File: src/rtl/bge_pkg.sv
package bge_pkg;

    localparam int GLYPH_ROWS = 16;
    localparam int ROW_IDX_W  = 4;

    localparam int QUEUE_DEPTH = 4;
    localparam int QPTR_W      = 2;
    localparam int QCNT_W      = 3;

    localparam logic [1:0]  OP_WRITE_INDEX = 2'd0;
    localparam logic [1:0]  OP_WRITE_ROW   = 2'd1;
    localparam logic [1:0]  OP_RENDER      = 2'd2;

    localparam logic [7:0]  CFG_PIXEL_VALUE = 8'd0;
    localparam logic [7:0]  CFG_DOUBLE_SIZE = 8'd1;

    localparam logic [15:0] MISSING_ENTRY = 16'hFFFF;
    localparam logic [15:0] FALLBACK_CODE = 16'h2100;
    localparam logic [15:0] SHIFT_LIMIT   = 16'd256;

    localparam logic [7:0]  PIXEL_VALUE_RESET = 8'hFF;

    typedef enum logic [1:0] {
        CMD_INDEX,
        CMD_ROW,
        CMD_RENDER
    } cmd_kind_t;

    typedef struct packed {
        cmd_kind_t   kind;
        logic [15:0] code;
        logic [15:0] data;
        logic [15:0] glyph;
        logic [3:0]  row;
    } cmd_t;

    typedef enum logic [2:0] {
        BK_IDLE,
        BK_LOOKUP,
        BK_FALLBACK,
        BK_ROW_READ,
        BK_EMIT
    } bk_state_t;

    typedef struct packed {
        logic [7:0] pixel_value;
        logic       double_size;
    } cfg_t;

endpackage

File: src/rtl/bge_front.sv
module bge_front #(
    parameter int GLYPH_COUNT = 8192
) (
    input  logic              clk,
    input  logic              rst_n,
    input  logic              in_valid,
    output logic              in_ready,
    input  logic [1:0]        opcode,
    input  logic [15:0]       char_code,
    input  logic [15:0]       index_value,
    input  logic [12:0]       glyph_number,
    input  logic [3:0]        glyph_row,
    input  logic [15:0]       row_bits,
    output logic              push_valid,
    input  logic              push_ready,
    output bge_pkg::cmd_t     push_cmd
);
    import bge_pkg::*;

    localparam logic [16:0] GLYPH_LIMIT = 17'(GLYPH_COUNT);

    cmd_t cmd_reg;
    cmd_t cmd_next;
    logic front_valid_reg;
    logic front_valid_next;
    logic keep;
    logic load;

    always_comb
    begin
        keep           = 1'b0;
        cmd_next       = cmd_reg;
        cmd_next.code  = char_code;
        cmd_next.data  = index_value;
        cmd_next.glyph = {3'b000, glyph_number};
        cmd_next.row   = glyph_row;
        case (opcode)
            OP_WRITE_INDEX:
            begin
                keep          = 1'b1;
                cmd_next.kind = CMD_INDEX;
            end
            OP_WRITE_ROW:
            begin
                keep          = ({4'b0000, glyph_number} < GLYPH_LIMIT);
                cmd_next.kind = CMD_ROW;
                cmd_next.data = row_bits;
            end
            OP_RENDER:
            begin
                keep          = 1'b1;
                cmd_next.kind = CMD_RENDER;
                if (char_code < SHIFT_LIMIT)
                begin
                    cmd_next.code = {char_code[7:0], 8'h00};
                end
            end
            default:
            begin
                keep = 1'b0;
            end
        endcase
    end

    assign in_ready         = !front_valid_reg || push_ready;
    assign load             = in_valid && in_ready && keep;
    assign front_valid_next = load || (front_valid_reg && !push_ready);
    assign push_valid       = front_valid_reg;
    assign push_cmd         = cmd_reg;

    always_ff @(posedge clk or negedge rst_n)
    begin
        if (!rst_n)
        begin
            front_valid_reg <= 1'b0;
        end
        else
        begin
            front_valid_reg <= front_valid_next;
        end
    end

    always_ff @(posedge clk)
    begin
        if (load)
        begin
            cmd_reg <= cmd_next;
        end
    end

endmodule

File: config.mk
export PLATFORM = sky130hd
export DESIGN_NAME = bge_front
export DESIGN_NICKNAME = d
export VERILOG_FILES = /design/src/rtl/bge_pkg.sv /design/src/rtl/bge_front.sv
export SDC_FILE = /design/constraint.sdc
export NUM_CORES = 1
export LEC_CHECK = 0
export BUFFER_PORTS_ARGS = -buffer_cell sky130_fd_sc_hd__buf_2
export CAP_MARGIN = 20
export CORE_MARGIN = 4
export CORE_UTILIZATION = 25
export CTS_CLUSTER_SIZE = 20
export DETAILED_ROUTE_END_ITERATION = 6
export GPL_TIMING_DRIVEN = 0
export SYNTH_ARGS = -nofsm -noshare
export SYNTH_HDL_FRONTEND = slang
export SYNTH_SLANG_ARGS = --single-unit
File: constraint.sdc
create_clock -name clk -period 2.6 [get_ports clk]
set_clock_uncertainty 0.15 [all_clocks]
set_input_delay 0.26 -clock clk [delete_from_list [all_inputs] [get_ports clk]]
set_output_delay 0.26 -clock clk [all_outputs]
set_load 0.1 [all_outputs]
==> reports/results.ini <==
[power_and_ir_drop]
p_leak_nw = 1.36
power_w = 0.00213
ir_drop_v = 0.000241
power_density_mw_per_mm2 = 677

[status]
status = finished clean

[grt]
antenna_found_initial = 0
grt_pass1_vias = 1658
grt_pass1_wl_um = 7870
grt_max_degree = 52
grt_overflow = 0
grtUsageTotal_pct = 10.2

[timing]
drv_slew = 0
whs_ns = 0.0242
finalCritPeriodShare_pct = 64.4
finalHoldViolCount = 0
finalSetupViolCount = 0
relSlewSlack_pct = 54.1
rsz0062_at_grt = false
max_slew.worst_pin.slew_ns = 0.689
max_freq_mhz = 598
finalCriticalPeriod_ns = 1.67
tns_ns = 0

[synthesis]
syn_inst = 116
async_flop_share_pct = 1.92
ys_types = 18
avgSynthCellArea_um2 = 18.0
synth.largest_area_cell = edfxtp_1
yosysTopAreaCellShare_pct = 73.2
ys_warn_count = 0
yosys_register_bits = 52
synth-edff-count = 51
ys_top_cells_by_area = edfxtp_1 73%, mux2_2 8.6%, a41o_2 3.2%
synth_seq_area_share_pct = 74.4
synthFlopType = edfxtp_1
synth_area_mm2 = 0.00209

[routing]
wl_um = 5120
drc = 0
dr.pass1.iters = 4
ant_nets = 0
drt_iter0_markers = 33
viasPerCell = 4.14
vias = 1541
wire_per_inst_um = 13.8

[hold_path]
min_delay_path_depth = 2
hold_class = input pin to flop

[clock_tree]
clk_pin_slew_ns = 0.10
clkSinkCount = 52
numCtsBuffers = 5
postCtsSetupBuffers = 0
cts_resized = 0
cts-hold-fix-buffers = 18
clkLatencyLatePin_ns = 0.30
cts_tree = yes
clock_path_buffers = 2
cts-htree-levels = 2
root_buffer = clkbuf_8

[placed_design]
dp_hpwl_um = 3810
routabilityCongestion = 0.764
io_buffers = 123
dpl_cell_area_mm2 = 0.00285

[cells_and_area]
syn2layout_area_growth_pct = 50.4
layout-drive-gt1-share_pct = 62.5
finish.utilization_pct = 38.5
final_common_cell = buf_2
final_area_mm2 = 0.00315
antenna_cells = 0
most-common-layout-cells = 125 x buf_2, 51 x edfxtp_1, 18 x dlygate4sd3_1
layout.nets = 337

[die]
core_mm2 = 0.00818
die_width_um = 99.5
io_pins = 127
dieArea_mm2 = 0.00990
fp.dieH_um = 99.5
rows = 33
initial_core_util_pct = 25.6

[setup_path]
reg2reg_depth = 2
end_kind = flop
worst_setup_path_start_kind = flop
cp_slowest_cell = and3_4
arrival_ns = 1.46
crit_buf_inv = 0
cp.depth = 2
slowest_delay_ns = 0.62
crit_required_ns = 2.39
critical_path.top_delay_family = simple AND/OR/NAND/NOR gates
crit_fanout = 51
crit_path_cell_trace = nand2b_2, and3_4
worst-setup-path-type = flop to flop

[run]
drv_cap = 0

[worst reg2reg max path: stages (launching register included)]
cell and delay (ns):
dfrtp_1 0.40, nand2b_2 0.08, and3_4 0.62
[state kept, by name (all words and copies together) (netlist names)]
| signal | cells |
|---|---|
| push_cmd | 51 |
| push_valid | 1 |
[per-stage QoR]
step,setup slack (ns),cells
global route,0.840,372
floorplan,0.110,118
CTS,0.901,372
detailed placement,0.929,346
global placement,0.948,346
finish,0.926,372
[cell type report]
type	count	area [um2]
clock buffers	5	68.8
flip-flops and latches	52	1560
inverters	8	30.0
repair buffers	141	796
multi-input cells	49	450
well taps	105	131
fillers	825	5030
clock inverters	3	42.5
plain buffers	9	70.1
[Yosys cell counts (2+ instances only)]
cell      number
nor2_1         2
mux2_2        16
nor4_4         2
edfxtp_1      51
buf_4          5
nor2b_1        6
a41o_1         2
buf_6          2
a41o_2         6
buf_2          2
inv_1          8
a31oi_1        8
[routing by layer]
| metal | wire [um] | track usage [%] | vias to the layer above | share of wire [%] |
|---|---|---|---|---|
| met2 | 2560 | 17.6 | 74 | 50 |
| met3 | 416 | 2.88 | 9 | 8.1 |
| li1 | - | - | 744 | - |
| met1 | 2030 | 11.7 | 714 | 40 |
| met5 | 0 | 0 | - | 0 |
| met4 | 112 | 4.83 | 0 | 2.2 |
[kinds of logic (layout without fill, tap and decap cells)]
group / after synthesis / in the layout / synth area share [%]
flip-flops: 52 / 52 / 74.4
multiplexers: 16 / 16 / 8.61
other: 1 / 3 / 0.179
AO/OA/AOI/OAI: 17 / 17 / 7.06
buffers and inverters: 17 / 166 / 4.78
AND/OR/NAND/NOR: 13 / 13 / 4.96
[power by group]
group	switching [W]	total, W	leakage (nW)	internal (W)
combinational	0.000456	0.000582	0.814	0.000126
sequential	0.0000106	0.000991	0.493	0.000981
clock	0.000270	0.000555	0.0541	0.000285
total	0.000737	0.00213	1.36	0.00139
[path summary, 6_finish.rpt]
check	startpoint	slack (ns)	end
max reg2reg	push_valid	0.93	push_cmd[32]
min reg2reg	push_valid	0.50	push_valid
max in group asynchronous	rst_n	2.11	push_valid
min	in_valid	0.02	push_valid
max	push_valid	0.93	push_cmd[32]
min in group asynchronous	rst_n	0.10	push_valid
Power figures use the tool's default switching activity.
