$ cat config.mk
export PLATFORM = sky130hd
export DESIGN_NAME = bge_queue
export DESIGN_NICKNAME = d
export VERILOG_FILES = /design/src/rtl/bge_pkg.sv /design/src/rtl/bge_queue.sv
export SDC_FILE = /design/constraint.sdc
export NUM_CORES = 1
export LEC_CHECK = 0
export BUFFER_PORTS_ARGS = -buffer_cell sky130_fd_sc_hd__buf_2
export CAP_MARGIN = 20
export CORE_MARGIN = 1.5
export CORE_UTILIZATION = 45
export DETAILED_ROUTE_END_ITERATION = 8
export PLACE_DENSITY = 0.75
export RECOVER_POWER = 25
export REMOVE_ABC_BUFFERS = 1
export SYNTH_ARGS = -nofsm -noshare
export SYNTH_HDL_FRONTEND = slang
export SYNTH_SLANG_ARGS = --single-unit
$ cat constraint.sdc
create_clock -name clk -period 2.4 [get_ports clk]
set_input_delay 0.24 -clock clk [delete_from_list [all_inputs] [get_ports clk]]
set_output_delay 0.24 -clock clk [all_outputs]
set_load 0.02 [all_outputs]
$ cat src/rtl/bge_pkg.sv
package bge_pkg;

    localparam int GLYPH_ROWS = 16;
    localparam int ROW_IDX_W  = 4;

    localparam int QUEUE_DEPTH = 4;
    localparam int QPTR_W      = 2;
    localparam int QCNT_W      = 3;

    localparam logic [1:0]  OP_WRITE_INDEX = 2'd0;
    localparam logic [1:0]  OP_WRITE_ROW   = 2'd1;
    localparam logic [1:0]  OP_RENDER      = 2'd2;

    localparam logic [7:0]  CFG_PIXEL_VALUE = 8'd0;
    localparam logic [7:0]  CFG_DOUBLE_SIZE = 8'd1;

    localparam logic [15:0] MISSING_ENTRY = 16'hFFFF;
    localparam logic [15:0] FALLBACK_CODE = 16'h2100;
    localparam logic [15:0] SHIFT_LIMIT   = 16'd256;

    localparam logic [7:0]  PIXEL_VALUE_RESET = 8'hFF;

    typedef enum logic [1:0] {
        CMD_INDEX,
        CMD_ROW,
        CMD_RENDER
    } cmd_kind_t;

    typedef struct packed {
        cmd_kind_t   kind;
        logic [15:0] code;
        logic [15:0] data;
        logic [15:0] glyph;
        logic [3:0]  row;
    } cmd_t;

    typedef enum logic [2:0] {
        BK_IDLE,
        BK_LOOKUP,
        BK_FALLBACK,
        BK_ROW_READ,
        BK_EMIT
    } bk_state_t;

    typedef struct packed {
        logic [7:0] pixel_value;
        logic       double_size;
    } cfg_t;

endpackage

$ cat src/rtl/bge_queue.sv
module bge_queue (
    input  logic          clk,
    input  logic          rst_n,
    input  logic          push_valid,
    output logic          push_ready,
    input  bge_pkg::cmd_t push_cmd,
    output logic          pop_valid,
    input  logic          pop,
    output bge_pkg::cmd_t pop_cmd
);
    import bge_pkg::*;

    cmd_t              entry_reg [QUEUE_DEPTH];
    logic [QPTR_W-1:0] wr_ptr_reg;
    logic [QPTR_W-1:0] rd_ptr_reg;
    logic [QCNT_W-1:0] count_reg;
    logic [QPTR_W-1:0] wr_ptr_next;
    logic [QPTR_W-1:0] rd_ptr_next;
    logic [QCNT_W-1:0] count_next;
    logic              do_push;
    logic              do_pop;

    assign push_ready = (count_reg != QCNT_W'(QUEUE_DEPTH));
    assign pop_valid  = (count_reg != '0);
    assign pop_cmd    = entry_reg[rd_ptr_reg];
    assign do_push    = push_valid && push_ready;
    assign do_pop     = pop && pop_valid;

    always_comb
    begin
        wr_ptr_next = do_push ? wr_ptr_reg + 1'b1 : wr_ptr_reg;
        rd_ptr_next = do_pop ? rd_ptr_reg + 1'b1 : rd_ptr_reg;
        count_next  = count_reg;
        if (do_push && !do_pop)
        begin
            count_next = count_reg + 1'b1;
        end
        else if (do_pop && !do_push)
        begin
            count_next = count_reg - 1'b1;
        end
    end

    always_ff @(posedge clk or negedge rst_n)
    begin
        if (!rst_n)
        begin
            wr_ptr_reg <= '0;
            rd_ptr_reg <= '0;
            count_reg  <= '0;
        end
        else
        begin
            wr_ptr_reg <= wr_ptr_next;
            rd_ptr_reg <= rd_ptr_next;
            count_reg  <= count_next;
        end
    end

    always_ff @(posedge clk)
    begin
        if (do_push)
        begin
            entry_reg[wr_ptr_reg] <= push_cmd;
        end
    end

endmodule

==> run summary <==
status -> complete, no violations
adder-cell share of the synthesized area -> 1.01%
logic gate share of total power -> 31.9%
final net count -> 574
Placed Cells incl. Taps -> 659
Die ar. -> 0.0190 mm^2
drt first-iter violations -> 217
worst hold path class -> in2reg
cell family with most CP delay -> multiplexers
Max-slew headroom -> 70.3%
RR Endpoint -> count_reg[2]
Starting Density -> 45.8%
sequential power share -> 42.1%
Fillers -> 1,340
worst hold slack -> 0.0453 ns
fmax -> 0.456 GHz
synthesis-to-finish area growth -> 25.6%
Synth Area per Inst -> 25.9 um^2
final period utilization -> 91.4%
cell count after synthesis -> 317
Final ANT Viol Nets -> 0
synth unique cells -> 18
Largest register FFs -> 216
final WL -> 14.6 mm
most frequent cells in the layout -> edfxtp_1, buf_2, dlygate4sd3_1, mux4_2, clkbuf_1
1st-pass router iterations -> 4
#FFs+latches synth -> 223
Die X -> 138 um
reg2reg path depth -> 8
footprint of the multi-input gates -> 0.00144 mm^2
post-cts gate resize count -> 0
final setup violation count -> 0
final hold vios -> 0
Yosys warning total -> 0
gpl congestion -> 0.682
I/O pin count -> 114
CP max stage cell -> mux4_2
placed cell areas -> 0.00909 mm^2
WHS Endpoint -> rd_ptr_reg[1]
clk_skew -> 0.0137 ns
worst reg-to-reg setup slack -> 0.24 ns
CP arrival -> 1.95 ns
Final Power -> 12.7 mW
vias per cell -> 5.14
Compound-Gate Fraction of Synth Area -> 0.137%
Hold Crit Depth -> 3
Final Max Slew Viols -> 0
max_cap viols -> 0
commonest non-fill, non-tap cell in the layout -> edfxtp_1
clk buf depth -> 3
Switch Pwr -> 3.92 mW
clk root buf -> clkbuf_16
count of input and output buffers -> 113
Synth Area in Simple Gates -> 0.625%
GRT Resource Usage Total -> 15.4%
PwrDens -> 1240 mW/mm^2
WP data required -> 2.16 ns
core area -> 0.0179 mm^2
DRC -> 0
Die Height -> 138 um
fin crit period -> 2.19 ns
startpoint types -> register
post-synthesis xor/xnor area fraction -> 0.641%
FF+latch area -> 0.00667 mm^2
RSZ-0062 raised after global routing -> false
cts bufs inserted -> 23
Worst setup EP type -> primary output
row count -> 49
switch share -> 30.7%
layout cells sized above 1 -> 35.4%
vias in the first global route -> 4,230
worst r2r src -> count_reg[1]
post-route cell area -> 0.0103 mm^2
via count -> 3,879
Hold Crit Start -> pop
WP buf/inv -> 2
Max FO, Critical Path -> 30
CP cell instances -> buf_12, mux4_2, buf_2
Clock Latency Late Sink -> 0.49 ns
Reg clk slew, reported paths -> 0.06 ns
Tightest Pin Transition -> 0.445 ns
antenna violations before repair -> 1
sequential share of the synthesized area -> 81.2%
synthesized cell area -> 0.00820 mm^2
main combinational cell family by area after synthesis -> multiplexers
slowest stage delay, CP -> 0.57 ns
clock sink count -> 223
H-tree Lvls -> 1
mux cell area share after synthesis -> 15.1%
cell internal pwr -> 8.83 mW
crit path kind -> reg2out
Clock power frac -> 26.0%
drt wl/cell -> 19.4 um
Layout Cells excl Fill -> 754
Antenna Cells -> 0
total gr overflow -> 0
Worst VDD drop -> 0.889 mV
pin count of the biggest net entering global routing -> 31
CTS tree -> built
hpwl dp -> 8.36 mm
Leak -> 3.52 nW
first-pass GRT wire length -> 22.8 mm
cell families (layout without fill, tap and decap cells):
kind of cell / Yosys count / after routing
AO/OA/AOI/OAI: 1 / 1
XOR/XNOR: 6 / 6
adder cells (fa/ha/maj): 6 / 6
buffers and inverters: 15 / 223
flip-flops: 223 / 223
multiplexers: 56 / 56
AND/OR/NAND/NOR: 10 / 10
through the flow:
step	setup TNS [ns]	util, %	worst slack, ns
after floorplan	-59.74	-	-0.797
after global placement	0	50.8	0.372
after detailed placement	0	50.8	0.286
after CTS	0	57.8	0.164
after global routing	0	57.5	0.127
final	0	57.5	0.206
per-layer routing:
layer	up-vias	wire length, um	global-route usage (%)
met5	-	13	0
met4	2	306	4.60
met3	28	776	3.60
met2	109	7280	25.4
met1	2006	6250	20.7
li1	1734	-	-
worst register-to-register path, stage by stage (launching register included):
cell and delay [ns]:
dfrtp_1 0.43, or3_1 0.44, nand2_1 0.14, ha_1 0.20, inv_1 0.06, fa_1 0.37, xor2_1 0.17, nor2_1 0.14
xor2_1 0.15
synthesized netlist by cell type:
| master | count | share of area (%) |
|---|---|---|
| xnor2_1 | 4 | 0.43 |
| nand2_1 | 2 | 0.092 |
| nor2_1 | 2 | 0.092 |
| inv_1 | 3 | 0.14 |
| mux4_2 | 54 | 15 |
| or3_1 | 1 | 0.076 |
| fa_1 | 1 | 0.24 |
| buf_6 | 5 | 0.69 |
| and2_1 | 4 | 0.31 |
| buf_2 | 6 | 0.37 |
| buf_4 | 1 | 0.092 |
| a21boi_2 | 1 | 0.14 |
| nand3_1 | 1 | 0.061 |
| mux2_2 | 2 | 0.27 |
| ha_1 | 5 | 0.76 |
| edfxtp_1 | 216 | 79 |
| xor2_1 | 2 | 0.21 |
| dfrtp_1 | 7 | 2.1 |
worst max path at each step:
stage / startpoint / end / slack (ns) / depth (start not counted)
3_5_place_dp: count_reg[1] / count_reg[2] / 0.29 / 8
6_report: rd_ptr_reg[0] / pop_cmd[9] / 0.21 / 3
4_1_cts: rd_ptr_reg[0] / pop_cmd[9] / 0.16 / 3
3_3_place_gp: count_reg[1] / count_reg[2] / 0.37 / 8
2_1_floorplan: rd_ptr_reg[0] / pop_cmd[0] / -0.80 / 1
5_1_grt: rd_ptr_reg[0] / pop_cmd[9] / 0.13 / 3
layout make-up:
class                      instances  share of cell area, %
clock buffer                      26                   5.70
clock inverter                    14                   1.15
inverter                           3                  0.109
multi-input combinational         79                   14.0
sequential                       223                   64.7
tap                              229                   2.78
timing repair buffer             180                   11.6
power groups by stage:
stage | combinational (mW) | clock (mW) | sequential [mW]
after floorplan | 2.48 | 0 | 5.72
after global placement | 4.05 | 0 | 5.39
after detailed placement | 4.09 | 0 | 5.46
after CTS | 4.18 | 3.40 | 5.38
after global routing | 4.37 | 3.54 | 5.43
final | 4.06 | 3.31 | 5.37
repair_timing:
action	4_1_cts	5_1_grt
hold buffers	55	0
buffers inserted	0	0
hold endpoints to repair	223	0
No activity file was read; power rests on OpenSTA's default activity.
